--- src/sv/bfrd_pkg.sv ---
// bfrd_pkg: shared types and constants for the bus frame receiver dispatch block
// no dependencies
`timescale 1ns / 1ps

package bfrd_pkg;

    localparam int          NodeSlotsDefault = 16;
    localparam logic [7:0]  SyncByte         = 8'hA5;
    localparam logic [4:0]  HeaderRest       = 5'd17;
    localparam logic [47:0] BroadcastAddr    = 48'hFFFF_FFFF_FFFF;
    localparam logic [7:0]  TypeHello        = 8'd1;
    localparam logic [7:0]  TypeAction       = 8'd4;
    localparam logic [7:0]  TypeActionAck    = 8'd5;
    localparam logic [1:0]  KindHello        = 2'd0;
    localparam logic [1:0]  KindAction       = 2'd1;
    localparam logic [1:0]  KindAck          = 2'd2;
    // frame that completes without a result
    localparam logic [1:0]  KindNone         = 2'd3;

    typedef enum logic [1:0] {
        PH_HUNT,
        PH_HEADER,
        PH_PAYLOAD
    } t_phase;

    typedef enum logic [1:0] {
        BK_IDLE,
        BK_SCAN,
        BK_DONE
    } t_back_state;

    // completed frame handed from front to back
    typedef struct packed {
        logic [7:0]  frame_type;
        logic [15:0] payload_length;
        logic [47:0] source;
        logic        broadcast;
        logic [15:0] frame_id;
        logic [15:0] first_bytes;
    } t_frame;

    // result beat
    typedef struct packed {
        logic [1:0]  event_kind;
        logic [47:0] peer_address;
        logic [7:0]  peer_model;
        logic [4:0]  table_slot;
        logic        slot_is_new;
        logic [7:0]  output_number;
        logic [7:0]  output_command;
        logic        send_reply;
        logic [15:0] message_number;
    } t_result;

endpackage

--- src/sv/bfrd_ram.sv ---
// bfrd_ram: generic single-port-write, single-read ram with registered read
// no dependencies
`timescale 1ns / 1ps

module bfrd_ram #(
    parameter int WIDTH = 8,
    parameter int DEPTH = 16
) (
    input  logic                     i_clk,
    input  logic                     i_we,
    input  logic [$clog2(DEPTH)-1:0] i_waddr,
    input  logic [WIDTH-1:0]         i_wdata,
    input  logic [$clog2(DEPTH)-1:0] i_raddr,
    output logic [WIDTH-1:0]         o_rdata
);

    logic [WIDTH-1:0] r_mem [DEPTH];
    logic [WIDTH-1:0] r_rdata;

    always_ff @(posedge i_clk) begin
        if (i_we) begin
            r_mem[i_waddr] <= i_wdata;
        end
        r_rdata <= r_mem[i_raddr];
    end

    assign o_rdata = r_rdata;

endmodule

--- src/sv/bfrd_front.sv ---
// bfrd_front: byte parser, hunts sync, collects header and payload, filters destination
// depends on bfrd_pkg
`timescale 1ns / 1ps

module bfrd_front (
    input  logic              i_clk,
    input  logic              i_rst_n,
    input  logic              i_valid,
    output logic              o_ready,
    input  logic [7:0]        i_byte,
    input  logic [47:0]       i_self_address,
    output logic              o_frame_valid,
    input  logic              i_frame_ready,
    output bfrd_pkg::t_frame  o_frame
);

    bfrd_pkg::t_phase r_phase, n_phase;
    logic [15:0] r_pos;
    logic [7:0]  r_type;
    logic [15:0] r_len;
    logic [47:0] r_src;
    logic [47:0] r_dst;
    logic [15:0] r_id;
    logic [15:0] r_first;
    logic        r_fvalid;
    bfrd_pkg::t_frame r_frame;

    logic        w_acc;
    logic        w_done;
    logic [15:0] w_pos_inc;
    logic [15:0] w_len_now;
    logic [15:0] w_first_now;
    logic [15:0] w_id_now;
    logic [47:0] w_dst_now;
    logic        w_match;

    // one-entry hand-off register; stall bytes only when it is full and not drained
    assign o_ready       = !r_fvalid || i_frame_ready;
    assign w_acc         = i_valid && o_ready;
    assign w_pos_inc     = r_pos + 16'd1;
    assign o_frame_valid = r_fvalid;
    assign o_frame       = r_frame;

    // values including the current beat
    always_comb begin
        w_len_now   = r_len;
        w_id_now    = r_id;
        w_dst_now   = r_dst;
        w_first_now = r_first;
        if (r_phase == bfrd_pkg::PH_HEADER) begin
            if (r_pos == 16'd16) begin
                w_id_now = {i_byte, r_id[7:0]};
            end
            if (r_pos >= 16'd9 && r_pos <= 16'd14) begin
                w_dst_now = {r_dst[39:0], i_byte};
            end
            w_first_now = '0;
        end else if (r_phase == bfrd_pkg::PH_PAYLOAD) begin
            if (r_pos == 16'd0) begin
                w_first_now = {8'd0, i_byte};
            end else if (r_pos == 16'd1) begin
                w_first_now = {i_byte, r_first[7:0]};
            end
        end
    end

    assign w_match = (r_dst == i_self_address) || (r_dst == bfrd_pkg::BroadcastAddr);

    // frame completion on this beat
    always_comb begin
        w_done  = 1'b0;
        n_phase = r_phase;
        unique case (r_phase)
            bfrd_pkg::PH_HEADER: begin
                if (w_pos_inc[4:0] == bfrd_pkg::HeaderRest) begin
                    if (r_len == 16'd0) begin
                        n_phase = bfrd_pkg::PH_HUNT;
                        w_done  = 1'b1;
                    end else begin
                        n_phase = bfrd_pkg::PH_PAYLOAD;
                    end
                end
            end
            bfrd_pkg::PH_PAYLOAD: begin
                if (w_pos_inc == r_len) begin
                    n_phase = bfrd_pkg::PH_HUNT;
                    w_done  = 1'b1;
                end
            end
            default: begin
                n_phase = (i_byte == bfrd_pkg::SyncByte) ? bfrd_pkg::PH_HEADER
                                                         : bfrd_pkg::PH_HUNT;
            end
        endcase
    end

    // control registers
    always_ff @(posedge i_clk) begin
        if (!i_rst_n) begin
            r_phase  <= bfrd_pkg::PH_HUNT;
            r_pos    <= '0;
            r_fvalid <= 1'b0;
        end else begin
            if (w_acc && w_done && w_match) begin
                r_fvalid <= 1'b1;
            end else if (i_frame_ready) begin
                r_fvalid <= 1'b0;
            end
            if (w_acc) begin
                r_phase <= n_phase;
                if (r_phase == bfrd_pkg::PH_HEADER || r_phase == bfrd_pkg::PH_PAYLOAD) begin
                    r_pos <= (n_phase != r_phase) ? 16'd0 : w_pos_inc;
                end else begin
                    r_pos <= '0;
                end
            end
        end
    end

    // header and payload capture
    always_ff @(posedge i_clk) begin
        if (w_acc) begin
            unique case (r_phase)
                bfrd_pkg::PH_HEADER: begin
                    if (r_pos == 16'd0) begin
                        r_type <= i_byte;
                    end else if (r_pos == 16'd1) begin
                        r_len <= {8'd0, i_byte};
                    end else if (r_pos == 16'd2) begin
                        r_len <= {i_byte, r_len[7:0]};
                    end else if (r_pos <= 16'd8) begin
                        r_src <= {r_src[39:0], i_byte};
                    end else if (r_pos <= 16'd14) begin
                        r_dst <= w_dst_now;
                    end else if (r_pos == 16'd15) begin
                        r_id <= {8'd0, i_byte};
                    end else begin
                        r_id <= w_id_now;
                    end
                    r_first <= '0;
                end
                bfrd_pkg::PH_PAYLOAD: begin
                    r_first <= w_first_now;
                end
                default: begin
                    r_type  <= '0;
                    r_len   <= '0;
                    r_src   <= '0;
                    r_dst   <= '0;
                    r_id    <= '0;
                    r_first <= '0;
                end
            endcase
            if (w_done) begin
                r_frame.frame_type     <= r_type;
                r_frame.payload_length <= w_len_now;
                r_frame.source         <= r_src;
                r_frame.broadcast      <= (r_dst == bfrd_pkg::BroadcastAddr);
                r_frame.frame_id       <= w_id_now;
                r_frame.first_bytes    <= w_first_now;
            end
        end
    end

endmodule

--- src/sv/bfrd_back.sv ---
// bfrd_back: dispatches completed frames, scans the node table, builds results
// depends on bfrd_pkg and bfrd_ram
`timescale 1ns / 1ps

module bfrd_back #(
    parameter int NODE_SLOTS = bfrd_pkg::NodeSlotsDefault
) (
    input  logic              i_clk,
    input  logic              i_rst_n,
    input  logic              i_frame_valid,
    output logic              o_frame_ready,
    input  bfrd_pkg::t_frame  i_frame,
    output logic              o_valid,
    input  logic              i_ready,
    output bfrd_pkg::t_result o_result
);

    localparam int AW = (NODE_SLOTS > 1) ? $clog2(NODE_SLOTS) : 1;
    localparam int RD = (NODE_SLOTS > 1) ? NODE_SLOTS : 2;
    localparam int FW = $clog2(NODE_SLOTS + 1);

    bfrd_pkg::t_back_state r_state, n_state;
    bfrd_pkg::t_frame  r_frame;
    bfrd_pkg::t_result r_res, n_res;
    logic              r_ovalid;
    logic [FW-1:0]     r_fill;
    logic [FW-1:0]     r_idx;
    logic              r_rd_live;
    logic [15:0]       r_reply;

    logic              w_take;
    logic              w_hit;
    logic              w_scan_end;
    logic              w_we;
    logic [47:0]       w_rdata;
    logic [7:0]        w_model;
    logic [FW-1:0]     w_prev;

    // take a new frame only once the previous result has left
    assign w_take        = i_frame_valid && !r_ovalid && r_state == bfrd_pkg::BK_IDLE;
    assign o_frame_ready = w_take;
    assign o_valid       = r_ovalid;
    assign o_result      = r_res;
    assign w_model       = (r_frame.payload_length == 16'd0) ? 8'd0 : r_frame.first_bytes[7:0];
    assign w_prev        = r_idx - FW'(1);
    // read data is registered behind the address: w_prev is the entry now on rdata
    assign w_hit         = r_rd_live && (w_rdata == r_frame.source);
    assign w_scan_end    = w_hit || (!r_rd_live && r_idx >= r_fill);
    assign w_we          = r_state == bfrd_pkg::BK_SCAN
                           && r_frame.frame_type == bfrd_pkg::TypeHello
                           && !w_hit && w_scan_end && (r_fill < FW'(NODE_SLOTS));

    bfrd_ram #(.WIDTH(48), .DEPTH(RD)) u_addr_ram (
        .i_clk   (i_clk),
        .i_we    (w_we),
        .i_waddr (r_fill[AW-1:0]),
        .i_wdata (r_frame.source),
        .i_raddr (r_idx[AW-1:0]),
        .o_rdata (w_rdata)
    );

    // next state
    always_comb begin
        n_state = r_state;
        unique case (r_state)
            bfrd_pkg::BK_IDLE: begin
                if (w_take) begin
                    n_state = bfrd_pkg::BK_SCAN;
                end
            end
            bfrd_pkg::BK_SCAN: begin
                if (r_frame.frame_type != bfrd_pkg::TypeHello || w_scan_end) begin
                    n_state = bfrd_pkg::BK_DONE;
                end
            end
            bfrd_pkg::BK_DONE: begin
                n_state = bfrd_pkg::BK_IDLE;
            end
            default: n_state = bfrd_pkg::BK_IDLE;
        endcase
    end

    // result of the frame in hand
    always_comb begin
        n_res              = '0;
        n_res.peer_address = r_frame.source;
        n_res.event_kind   = bfrd_pkg::KindNone;
        case (r_frame.frame_type)
            bfrd_pkg::TypeHello: begin
                n_res.event_kind     = bfrd_pkg::KindHello;
                n_res.peer_model     = w_model;
                n_res.send_reply     = 1'b1;
                n_res.message_number = r_reply;
                if (w_hit) begin
                    n_res.table_slot = 5'(w_prev);
                end else if (r_fill < FW'(NODE_SLOTS)) begin
                    n_res.table_slot  = 5'(r_fill);
                    n_res.slot_is_new = 1'b1;
                end else begin
                    n_res.table_slot = 5'(NODE_SLOTS);
                end
            end
            bfrd_pkg::TypeAction: begin
                if (r_frame.payload_length == 16'd2) begin
                    n_res.event_kind     = bfrd_pkg::KindAction;
                    n_res.output_number  = r_frame.first_bytes[7:0];
                    n_res.output_command = r_frame.first_bytes[15:8];
                    n_res.send_reply     = !r_frame.broadcast;
                    n_res.message_number = r_frame.frame_id;
                end
            end
            bfrd_pkg::TypeActionAck: begin
                n_res.event_kind     = bfrd_pkg::KindAck;
                n_res.message_number = r_frame.frame_id;
            end
            default: ;
        endcase
    end

    // state, scan and result registers
    always_ff @(posedge i_clk) begin
        if (!i_rst_n) begin
            r_state   <= bfrd_pkg::BK_IDLE;
            r_ovalid  <= 1'b0;
            r_fill    <= '0;
            r_reply   <= '0;
            r_idx     <= '0;
            r_rd_live <= 1'b0;
        end else begin
            r_state <= n_state;
            if (r_state == bfrd_pkg::BK_DONE) begin
                r_ovalid <= r_res.event_kind != bfrd_pkg::KindNone;
            end else if (r_ovalid && i_ready) begin
                r_ovalid <= 1'b0;
            end
            if (w_take) begin
                r_idx     <= '0;
                r_rd_live <= 1'b0;
            end else if (r_state == bfrd_pkg::BK_SCAN) begin
                r_rd_live <= r_idx < r_fill;
                if (r_idx < r_fill) begin
                    r_idx <= r_idx + FW'(1);
                end
            end
            if (r_state == bfrd_pkg::BK_SCAN && r_frame.frame_type == bfrd_pkg::TypeHello
                && w_scan_end) begin
                r_reply <= r_reply + 16'd1;
                if (w_we) begin
                    r_fill <= r_fill + FW'(1);
                end
            end
        end
    end

    // payload of frame and result
    always_ff @(posedge i_clk) begin
        if (w_take) begin
            r_frame <= i_frame;
        end
        if (r_state == bfrd_pkg::BK_SCAN && n_state == bfrd_pkg::BK_DONE) begin
            r_res <= n_res;
        end
    end

endmodule

--- src/sv/bus_frame_receiver_dispatch_core.sv ---
// bus_frame_receiver_dispatch_core: top level of the bus frame receiver
// depends on bfrd_pkg, bfrd_front, bfrd_back
`timescale 1ns / 1ps

// Usage
// Input channel i_valid/o_ready carries one received bus byte per beat on
// i_rx_byte. Output channel o_valid/i_ready carries one dispatch result per
// beat on the o_* fields. i_cfg_we writes the own station address from
// i_cfg_data; write it only while idle.
// The front parser takes one byte per cycle while its one-frame hand-off
// register is free. A completed frame then goes to the back end, which scans
// the node table memory one slot per cycle for a hello, then registers the
// result through its done state; other frames leave the scan state at once.
// The front keeps taking bytes of the next frame meanwhile; it stalls only
// while a completed frame waits in its hand-off register for the back end.
// A result waits in the output register until taken; while it waits the
// back end holds, and then the front fills and stalls.
// Reset clears the parser to sync hunting, the node count and reply counter
// to zero and the address to zero. The table memory needs no clearing: only
// entries below the fill count are read.

module bus_frame_receiver_dispatch_core #(
    parameter int NODE_SLOTS = bfrd_pkg::NodeSlotsDefault
) (
    input  logic        i_clk,
    input  logic        i_rst_n,
    input  logic        i_valid,
    output logic        o_ready,
    input  logic [7:0]  i_rx_byte,
    input  logic        i_cfg_we,
    input  logic [47:0] i_cfg_data,
    output logic        o_valid,
    input  logic        i_ready,
    output logic [1:0]  o_event_kind,
    output logic [47:0] o_peer_address,
    output logic [7:0]  o_peer_model,
    output logic [4:0]  o_table_slot,
    output logic        o_slot_is_new,
    output logic [7:0]  o_output_number,
    output logic [7:0]  o_output_command,
    output logic        o_send_reply,
    output logic [15:0] o_message_number
);

    logic [47:0]       r_self_address;
    logic              w_fvalid;
    logic              w_fready;
    bfrd_pkg::t_frame  w_frame;
    bfrd_pkg::t_result w_res;

    // address register
    always_ff @(posedge i_clk) begin
        if (!i_rst_n) begin
            r_self_address <= '0;
        end else if (i_cfg_we) begin
            r_self_address <= i_cfg_data;
        end
    end

    bfrd_front u_front (
        .i_clk          (i_clk),
        .i_rst_n        (i_rst_n),
        .i_valid        (i_valid),
        .o_ready        (o_ready),
        .i_byte         (i_rx_byte),
        .i_self_address (r_self_address),
        .o_frame_valid  (w_fvalid),
        .i_frame_ready  (w_fready),
        .o_frame        (w_frame)
    );

    bfrd_back #(.NODE_SLOTS(NODE_SLOTS)) u_back (
        .i_clk         (i_clk),
        .i_rst_n       (i_rst_n),
        .i_frame_valid (w_fvalid),
        .o_frame_ready (w_fready),
        .i_frame       (w_frame),
        .o_valid       (o_valid),
        .i_ready       (i_ready),
        .o_result      (w_res)
    );

    assign o_event_kind     = w_res.event_kind;
    assign o_peer_address   = w_res.peer_address;
    assign o_peer_model     = w_res.peer_model;
    assign o_table_slot     = w_res.table_slot;
    assign o_slot_is_new    = w_res.slot_is_new;
    assign o_output_number  = w_res.output_number;
    assign o_output_command = w_res.output_command;
    assign o_send_reply     = w_res.send_reply;
    assign o_message_number = w_res.message_number;

endmodule

--- config.mk ---
export PLATFORM = sky130hd
export DESIGN_NAME = bus_frame_receiver_dispatch_core
export DESIGN_NICKNAME = d
export VERILOG_FILES = /design/src/sv/bfrd_pkg.sv /design/src/sv/bfrd_ram.sv /design/src/sv/bfrd_front.sv /design/src/sv/bfrd_back.sv /design/src/sv/bus_frame_receiver_dispatch_core.sv
export SDC_FILE = /design/constraint.sdc
export NUM_CORES = 1
export LEC_CHECK = 0
export ABC_AREA = 1
export BUFFER_PORTS_ARGS = -buffer_cell sky130_fd_sc_hd__buf_2
export CORE_UTILIZATION = 35
export DETAILED_ROUTE_END_ITERATION = 16
export PLACE_DENSITY = 0.55
export SLEW_MARGIN = 10
export SYNTH_ARGS = -nofsm -noshare
export SYNTH_HDL_FRONTEND = slang
export SYNTH_SLANG_ARGS = --single-unit
--- constraint.sdc ---
create_clock -name i_clk -period 17.45 [get_ports i_clk]
set_input_delay 0.8725 -clock i_clk [delete_from_list [all_inputs] [get_ports i_clk]]
set_output_delay 0.8725 -clock i_clk [all_outputs]
set_load 0.01 [all_outputs]
==> Yosys cells after proc, flatten, opt, wreduce, memory -nomap -nowiden <==
Memory sizes are Yosys's and may differ from the RTL's. A register that Yosys moved wholly into a read port is not among the register bits.
Index checks and enable logic that the tools add are counted.
{ "classes": {"n_addsub": 5, "order_cmp": 6, "n_eq_ne": 33, "mux": 59, "bitwise_logic": 3, "n_reduce_logical": 44} }
{ "ops": {"columns": ["cell", "n"], "rows": [
  ["$mux W48", 10],
  ["$mux W16", 17],
  ["$pmux W48 S2", 2],
  ["$eq A48 B48 Y1", 2],
  ["$pmux W16 S2", 2],
  ["$eq A48 B48 Y1 const B", 1],
  ["$logic_not A16 Y1", 3],
  ["$pmux W16 S3", 1],
  ["$add A16 B1 Y16 const B", 2],
  ["$eq A16 B2 Y1 const B", 2],
  ["$le A16 B4 Y1 const B", 2],
  ["$mux W17", 1],
  ["$eq A16 B1 Y1 const B", 1],
  ["$eq A16 B16 Y1", 1],
  ["$eq A16 B4 Y1 const B", 1],
  ["$eq A16 B5 Y1 const B", 1],
  ["$eq A8 B3 Y1 const B", 2],
  ["$ge A16 B4 Y1 const B", 1],
  ["$ne A2 B2 Y1 const B", 8],
  ["$pmux W8 S2", 1],
  ["$logic_and A1 B1 Y1", 15],
  ["$mux W2", 6],
  ["$mux W1", 11],
  ["$add A5 B1 Y5 const B", 2],
  ["30 further kinds", 55]
]} }
{ "totals": {"regBits": 556, "mem_bits_rw": 768, "in_bits": 61, "wordCells": 189, "memories": 1} }
{ "mem_list": {"columns": ["name", "depth", "word_bits", "rd", "rd_ports_with_merged_regs", "write_ports", "line_no", "source"], "rows": [
  ["u_back.u_addr_ram.r_mem", 16, 48, 1, 1, 1, "bfrd_ram.sv:17", "logic [WIDTH-1:0] r_mem [DEPTH];"]
]} }

==> Depth between registers and ports, before layout <==
Gate-level depths: netlist of the first run.
{ "logic_depth": {"depth_word": 10, "mapped_depth": 20, "depth_no_buf": 19} }

==> Cells and area by module <==
Synthesis of the first run repeated with hierarchy kept, for this count alone.
{ "hier_totals": {"cells_unflattened": 5370, "area_unflattened_um2": 57428.8} }
{ "by_module_without_submodules": {"columns": ["mod", "n_inst", "cells_per_inst", "area_each_um2"], "rows": [
  ["bfrd_ram", 1, 3165, 33931.3],
  ["bfrd_front", 1, 1081, 11995.3],
  ["bfrd_back", 1, 820, 9529.1],
  ["bus_frame_receiver_dispatch_core", 1, 304, 1973.1]
]} }

==> Worst setup path before layout of the first run <==
OpenSTA, ideal clock, no wires.
{ "synth_path": {"path_kind": "register to register", "from": "register u_back.r_ovalid (netlist: u_back.o_valid)", "to": "register u_front.r_frame, in the netlist u_front.o_frame[0] (enable)", "arrival_ns": 15.893, "required_time_ns": 16.877, "slack_ns": 0.983, "stages_incl_launch_ff": 8, "path_buffers": 0, "period_less_slack_ns": 16.467, "path_cell_list": "dfxtp_1 -> nor4_1 -> nor2_1 -> inv_1 -> nand2_1 -> nor2_1 -> clkinv_1 -> nor2_1"} }
{ "synth_via": {"elab_chain_cells": 6} }
{ "synth_lines": {"columns": ["item", "line_no", "source"], "rows": [
  ["from (decl)", "bfrd_back.sv:25", "logic r_ovalid;"],
  ["from (signal assigned)", "bfrd_back.sv:132", "r_ovalid <= r_res.event_kind != bfrd_pkg::KindNone;"],
  ["$logic_not A1 Y1", "bfrd_back.sv:40", "assign w_take = i_frame_valid && !r_ovalid && r_state == bfrd_pkg::BK_IDLE;"],
  ["$logic_and A1 B1 Y1 (2 in a row)", "bfrd_back.sv:40", null],
  ["named net u_back.o_frame_ready", "bfrd_back.sv:11", "output logic o_frame_ready,"],
  ["$logic_or A1 B1 Y1", "bfrd_front.sv:38", "assign o_ready = !r_fvalid || i_frame_ready;"],
  ["named net o_ready", "bus_frame_receiver_dispatch_core.sv:28", "output logic o_ready,"],
  ["$logic_and A1 B1 Y1", "bfrd_front.sv:39", "assign w_acc = i_valid && o_ready;"],
  ["$reduce_and A2 Y1 (no line)", null, null],
  ["to (decl)", "bfrd_front.sv:26", "bfrd_pkg::t_frame r_frame;"]
]} }
The timed path passes the listed nets, and every way through them passes these cells.
A chain may end at the register's enable or synchronous reset.

==> Worst setup path in the final report of the first run <==
{ "layout_path": {"from": "register u_back.r_frame, in the netlist u_back.n_res[92]", "to": "memory u_back.u_addr_ram.r_mem[1][18] (enable)"} }
{ "layout_via": {"elab_chain_cells": 8, "elab_cells_between_ends": 9, "cone_classes": "eq/ne (1); mux (2); reduce/logical (6)"} }
{ "layout_lines": {"columns": ["item", "line_no", "source"], "rows": [
  ["from (decl)", "bfrd_back.sv:23", "bfrd_pkg::t_frame r_frame;"],
  ["from (signal assigned)", "bfrd_back.sv:158", "r_frame <= i_frame;"],
  ["$eq A48 B48 Y1 *", "bfrd_back.sv:47", "assign w_hit = r_rd_live && (w_rdata == r_frame.source);"],
  ["$logic_and A1 B1 Y1 *", "bfrd_back.sv:47", null],
  ["$logic_not A1 Y1", "bfrd_back.sv:51", "&& !w_hit && w_scan_end && (r_fill < FW'(NODE_SLOTS));"],
  ["$logic_and A1 B1 Y1", "bfrd_back.sv:51", null],
  ["$logic_and A1 B1 Y1 * (2 in a row)", "bfrd_back.sv:51", null],
  ["$mux W1 *", "bfrd_ram.sv:21", "if (i_we) begin"],
  ["$mux W1 (not written as such) *", "bfrd_ram.sv:22", "r_mem[i_waddr] <= i_wdata;"],
  ["to (decl)", "bfrd_ram.sv:17", null]
]} }
Mark *: on every way between the ends. The rest lies on a longest branch, timed or not.

==> flow_summary_export.csv, run 1 <==
group,metric,value,unit
outcome,outcome,"finished, final reports clean",
global_routing,grt_pass1_vias,31512,
floorplan,die_area,153000,um2
power,p_leak,21.1,nW
timing,slew_headroom,20.9,%
drt,num_vias,32669,
worst_hold_path,min_from,"i_cfg_data[6]",
flow_run,maxCapViolCount,0,
placed_design,place_congestion,0.859,
final_layout,nets,4393,
yosys,postSynthAreaPerCell,12.7,um2
drt,firstDrtPassIters,5,
clock_tree,cts_resized,0,
drt,wl,140,mm
critical_path,rr_startpoint,"u_back.n_res[92]",
timing,finClkSkew,0.0265,ns
timing,hold_violations,0,
critical_path,cp.required,17.83,ns
timing,drv_slew,0,
critical_path,endpoint,"u_back.u_addr_ram.r_mem[1][18]",
global_routing,grt_overflow_total,0,
clock_tree,htreeDepth,4,
critical_path,start_kind,"flip-flop",
yosys,synth-seq-cells,1372,
yosys,syn_inst,4169,
clock_tree,tritoncts,"yes",
yosys,synth.cell_area,53000,um2
power,switchingPower,1.35,mW
clock_tree,clock_sinks,1372,
timing,worstMarginPinSlew,1.18,ns
final_layout,n_antenna_cell,0,
floorplan,core-area,150000,um2
power,p_int,5.36,mW
global_routing,grt_max_degree,139,
drt,final_antenna_net_count,0,
placed_design,hpwl,78.8,mm
placed_design,dp_slack,12.30,ns
clock_tree,path_clk_slew,0.06,ns
timing,setup-tns-final,0,ns
critical_path,cp.arrival,5.50,ns
worst_hold_path,hold_class,"in -> reg",
placed_design,io_buffers,159,
drt,drc,0,
yosys,synth_top_area_cell,"edfxtp_1",
timing,post-route-min-period,5.13,ns
timing,fin_crit_sh,29.4,%
yosys,synth_nets,4249,
critical_path,worstSetupPathType,"reg -> reg",
floorplan,initial_core_util,35.3,%
critical_path,r2r_end,"u_back.u_addr_ram.r_mem[1][18]",
yosys,yosysWarnings,0,
floorplan,rows,142,
yosys,ys_types,50,
clock_tree,clock_latency,0.76,ns
critical_path,end_kind,"flip-flop",
power,vdd_ir_drop_max,76.1,uV
yosys,synth.area.top_cells,"edfxtp_1 69%, dfxtp_1 5.5%, o21ai_0 4.6%",
final_layout,drive_gt1_share,10.8,%
yosys,synth-seq-area-share,75.0,%
clock_tree,cts_inserted_buffers,148,
floorplan,num_io_pins,160,
global_routing,track_usage,18.1,%
final_layout,synthToLayoutAreaGrowth,14.6,%
drt,via_per_inst,5.06,
power,p_sw_share,20.1,%
worst_hold_path,holdPathStages,3,
timing,setup_violations,0,
global_routing,grt_pass1_wl,206,mm
floorplan,die_h,391,um
clock_tree,cts_setup_buffers,0,
critical_path,rr_worst_depth,13,
power,power-per-cell-area,110,nW/um2
clock_tree,max-clock-path-buffers,3,
global_routing,antenna_found_initial,7,
power,pwr-share-clk,45.2,%
timing,rsz0062_at_grt,"false",
critical_path,crit_fanout,25,
yosys,yosys.area.top_type_share,69.5,%
power,p_seq_share,53.5,%
clock_tree,postCtsHoldBufs,0,
power,p_comb_share,1.3,%
drt,routedWlPerCell,21.7,um
timing,clock.fmax,0.195,GHz
drt,drt_iter0_markers,3105,
critical_path,rrSetupSlack,12.32,ns
clock_tree,cts-root-buf,"clkbuf_16",
critical_path,setup.worst_path.start,"u_back.n_res[92]",
floorplan,die_w,391,um
timing,setup_ws,12.32,ns
## power groups by stage
stage	logic, mW	registers (mW)	clock network [mW]
after floorplan	0.0566	3.65	0
after global placement	0.0868	3.66	0
after detailed placement	0.0873	3.66	0
after CTS	0.0879	3.59	3.09
after global routing	0.0967	3.59	3.22
final	0.0863	3.59	3.03
## worst max-delay path: stages, from the launching register on
cell and delay (ns):
edfxtp_1 0.83, nor2_1 0.13, nor4_1 0.48, nand4_1 0.15, nor2_1 0.13, nand2_1 0.05
nor2_1 0.13, nand2_1 0.32, nand2_1 0.28, nand4_1 0.15, inv_1 0.21, nand2_1 0.27
nor2_4 0.96, buf_4 0.62
## through the flow
| step | utilization, % | cell area [um2] | std cells | power (mW) | hold slack [ns] |
|---|---|---|---|---|---|
| 2_1_floorplan | - | 53000 | 4169 | 3.71 | 0.400 |
| 3_3_place_gp | 37.3 | 56100 | 6179 | 3.74 | 0.401 |
| 3_5_place_dp | 37.3 | 56100 | 6179 | 3.75 | 0.405 |
| 4_1_cts | 40.5 | 60800 | 6452 | 6.77 | 0.285 |
| 5_1_grt | 40.5 | 60800 | 6452 | 6.91 | 0.317 |
| 6_report | 40.5 | 60800 | 6452 | 6.70 | 0.342 |
## flip-flops by register name, summed over array words and instances, names as in the netlist, 48 cells and up
| register | cells |
|---|---|
| u_front.r_dst | 48 |
| u_back.o_result | 97 |
| r_self_address | 48 |
| u_back.u_addr_ram.r_mem | 768 |
| u_front.r_src | 48 |
| u_back.r_frame | 57 |
| u_back.u_addr_ram.o_rdata | 48 |
| u_front.o_frame | 105 |
| u_back.n_res | 48 |
## worst min path at each step
stage and to:
2_1_floorplan u_back.n_res[47], 3_3_place_gp u_back.r_frame[96], 3_5_place_dp u_back.r_frame[104], 4_1_cts r_self_address[30], 5_1_grt r_self_address[21], 6_report r_self_address[6]
## metal layers
layer / GRT usage (%) / up-vias / routed length, um
li1: - / 15240 / -
met1: 25.0 / 16207 / 61600
met2: 28.9 / 1019 / 65800
met3: 3.75 / 203 / 9620
met4: 5.07 / 0 / 3230
met5: 0 / - / 0
## area by class of cell
type                            count  area [um2]
Sequential cell                  1372       39800
Multi-Input combinational cell   2267       11400
Inverter                          321        1220
Clock buffer                      221        4240
Timing Repair Buffer              203        1130
Clock inverter                     52         464
Tap cell                         2016        2520
Fill cell                       14005       89400
## kinds of logic after synthesis
kind of cell / count (synthesis) / share of synthesized area (%)
AO/OA/AOI/OAI: 811 / 8.74
multiplexers: 4 / 0.0755
flip-flops: 1372 / 75.0
buffers and inverters: 530 / 3.81
AND/OR/NAND/NOR: 1361 / 10.8
XOR/XNOR: 72 / 1.19
adder cells (fa/ha/maj): 19 / 0.448
## cell usage in the layout, fill, tap and decap left out, types with 22 or more instances in the layout
master     count
edfxtp_1    1227
nor4_1        37
nor2_1       633
o21ai_0      489
nand2_1      414
nor3_1        33
inv_1        308
dfxtp_1      142
a21oi_1       74
nand4_1       59
clkbuf_16    152
buf_4         44
o22ai_1      117
clkbuf_1      51
nand3_1      127
buf_2        159
o221ai_1      79
xnor2_1       50
xor2_1        22
o211ai_1      28
## cell usage after synthesis (all sizes together)
library cell and count:
ha 19, a31oi 1, or3 1, o221ai 79, or2 12, nor4 39, nor3b 1, nand2 423
a31o 1, o21a 1, inv 318, o2111ai 2, edfxtp 1227, a21o 1, o21ai 490, nand3 130
o211ai 28, a22oi 8, nor3 36, o22ai 117, o21bai 1, a21oi 76, or4 1, dfxtp 145
nor2 655, and3 1, clkinv 3, a211oi 2, mux2i 4, xor2 22, o32ai 4, buf 21
nand4 59, clkbuf 188, nand3b 3, xnor2 50
No activity file was read; power rests on OpenSTA's default activity.
==> inputs of run 2 (changes only) <==
ABC_AREA = 0   (was 1)
PLACE_DENSITY = 0.57   (was 0.55)
clock period = 4.4 ns   (was 17.45 ns; I/O delays follow)
==> flow_summary_export.csv, run 2 <==
group,metric,value,unit
timing,setup_violations,0,
outcome,outcome,"finished, final reports clean",
yosys,syn_inst,2682,
critical_path,crit_fanout,22,
clock_tree,cts_inserted_buffers,145,
clock_tree,htreeDepth,4,
drt,drc,0,
clock_tree,max-clock-path-buffers,3,
clock_tree,clock_latency,0.78,ns
yosys,synth_common_cells,"1227 x edfxtp_1, 240 x mux4_2, 156 x nor2_1, 145 x dfxtp_1, 117 x and2_1",
critical_path,cp.arrival,4.88,ns
timing,clock.fmax,0.240,GHz
timing,rsz0062_at_grt,"false",
global_routing,gr-usage-met2,27.1,%
timing,slew_headroom,25.5,%
yosys,postSynthAreaPerCell,19.3,um2
global_routing,grt_pass1_vias,26006,
placed_design,hpwl,75.8,mm
flow_run,maxCapViolCount,0,
yosys,synth-seq-cells,1372,
yosys,synth_edf_count,1227,
final_layout,nets,3111,
placed_design,io_buffers,159,
yosys,synth.most_common_cell,"edfxtp_1",
drt,drt_iter0_markers,2067,
final_layout,final_common_cell,"edfxtp_1",
timing,hold_violations,0,
clock_tree,tritoncts,"yes",
timing,hold_ws,0.212,ns
yosys,yosys.area.top_type_share,71.2,%
worst_hold_path,hold_class,"in -> reg",
power,power-per-cell-area,432,nW/um2
global_routing,busiest_layer,"met2",
global_routing,grt_use_met3,3.60,%
placed_design,place_congestion,0.814,
clock_tree,postCtsHoldBufs,61,
critical_path,worstSetupPathType,"reg -> reg",
clock_tree,path_clk_slew,0.06,ns
clock_tree,cts_setup_buffers,0,
yosys,yosysWarnings,0,
drt,num_vias,25511,
critical_path,cp.required,5.12,ns
critical_path,setup.worst_path.start,"u_front.r_pos[0]",
floorplan,num_io_pins,160,
drt,routedWlPerCell,24.6,um
yosys,synth.cell_area,51800,um2
timing,worstMarginPinSlew,1.12,ns
critical_path,end_kind,"flip-flop",
final_layout,synthToLayoutAreaGrowth,18.1,%
yosys,async_flop_share,0,%
yosys,synth.area.top_cells,"edfxtp_1 71%, mux4_2 10%, dfxtp_1 5.6%",
yosys,synth-seq-area-share,76.8,%
final_layout,drive_gt1_share,24.4,%
clock_tree,clock_sinks,1372,
critical_path,start_kind,"flip-flop",
placed_design,dp_cells,4740,
timing,post-route-min-period,4.17,ns
final_layout,layout_common_cells,"1227 x edfxtp_1, 240 x mux4_2, 159 x buf_2",
yosys,synth_nets,2762,
timing,drv_slew,0,
final_layout,ff_latch_area,39800,um2
power,p_leak,19.5,nW
yosys,ys_types,65,
drt,wl,125,mm
clock_tree,cts_resized,0,
global_routing,grt_pass1_wl,182,mm
worst_hold_path,min_from,"i_cfg_data[12]",
yosys,synth_flop_cell,"edfxtp_1",
drt,firstDrtPassIters,5,
floorplan,core-area,146000,um2
global_routing,track_usage,16.7,%
timing,fin_crit_sh,94.7,%
final_layout,largest_reg_flops,768,
floorplan,die_h,387,um
global_routing,grt_overflow_total,0,
global_routing,antenna_found_initial,5,
final_layout,regMostFlops,"u_back.u_addr_ram.r_mem",
final_layout,multi_input_area,11600,um2
power,vdd_ir_drop_max,399,uV
final_layout,stdcell_count,5071,
critical_path,rr_startpoint,"u_front.r_pos[0]",
drt,final_antenna_net_count,0,
timing,finClkSkew,0.0211,ns
floorplan,die_area,149000,um2
floorplan,die_w,387,um
clock_tree,cts-root-buf,"clkbuf_16",
global_routing,grtUsageMet1,22.8,%
drt,via_per_inst,5.03,
final_layout,fin_util,41.8,%
global_routing,grt_max_degree,104,
floorplan,initial_core_util,35.4,%
floorplan,rows,140,
final_layout,fillerInstances,12801,
yosys,synth_top_area_cell,"edfxtp_1",
run 2: changes by cell type in the layout (fill, tap and decap cells not counted), moves of 61 or more:
cell and change:
nand2_1 -341, o22ai_1 -113, o21ai_0 -473, mux2i_1 +69, and2_1 +117, nand3_1 -96, mux4_2 +240, inv_1 -269
dlygate4sd3_1 +61, o221ai_1 -79, nor2_1 -492
run 2: routing by layer:
metal	wire length [um]	part of all wire, %	up-vias
met5	0	0	-
met4	2450	2.0	0
met3	7540	6.0	151
met2	60600	49	724
met1	54100	43	13302
li1	-	-	11334
run 2: through the flow:
stage	worst slack, ns	TNS (ns)	total power, mW	instance area, um2
floorplan	-0.770	-179.65	14.5	51900
global placement	0.483	0	14.7	55800
detailed placement	0.425	0	14.7	55800
CTS	0.298	0	26.7	61100
global route	0.0511	0	27.2	61100
finish	0.231	0	26.4	61100
run 2: final cells by class:
type	instances	area share [%]
clock buffer	196	6.51
sequential	1372	65.1
antenna	1	0.00409
inverter	41	0.252
clock inverter	73	1.19
timing repair buffer	323	4.04
tap	1917	3.92
multi-input combinational	1148	19.0
run 2: critical path: stages (launching register included):
cell           delay [ns]
dfxtp_4              0.40
ha_1                 0.46
nand3_1              0.25
xnor2_1              0.19
or4_1                0.39
a211o_1              0.25
or4_4                0.55
o21a_4               0.23
a211oi_4             0.20
buf_4                0.29
nand4_1              0.13
a31oi_1              0.20
dlygate4sd3_1        0.57
run 2: final timing paths:
| kind | end | slack (ns) | cells after the start |
|---|---|---|---|
| hold reg to reg | u_back.r_frame[30] | 0.41 | 0 |
| hold / removal | r_self_address[12] | 0.21 | 4 |
| setup reg to reg | u_front.r_pos[4] | 0.23 | 12 |
| setup / recovery | u_front.r_pos[4] | 0.23 | 12 |
run 2: cells by family after synthesis:
group / after synthesis / synth area share [%]
xor+xnor: 134 / 2.27
flops: 1372 / 76.8
simple gates: 542 / 5.41
buf+inv: 162 / 1.25
compound gates: 128 / 1.70
fa+ha+maj: 19 / 0.459
mux: 325 / 12.1
run 2: where the power goes:
| group | internal [mW] | switching (mW) | total, mW |
|---|---|---|---|
| Combinational | 0.134 | 0.152 | 0.285 |
| Sequential | 14.1 | 0.0651 | 14.1 |
| Clock | 6.89 | 5.11 | 12.0 |
| Total | 21.1 | 5.32 | 26.4 |
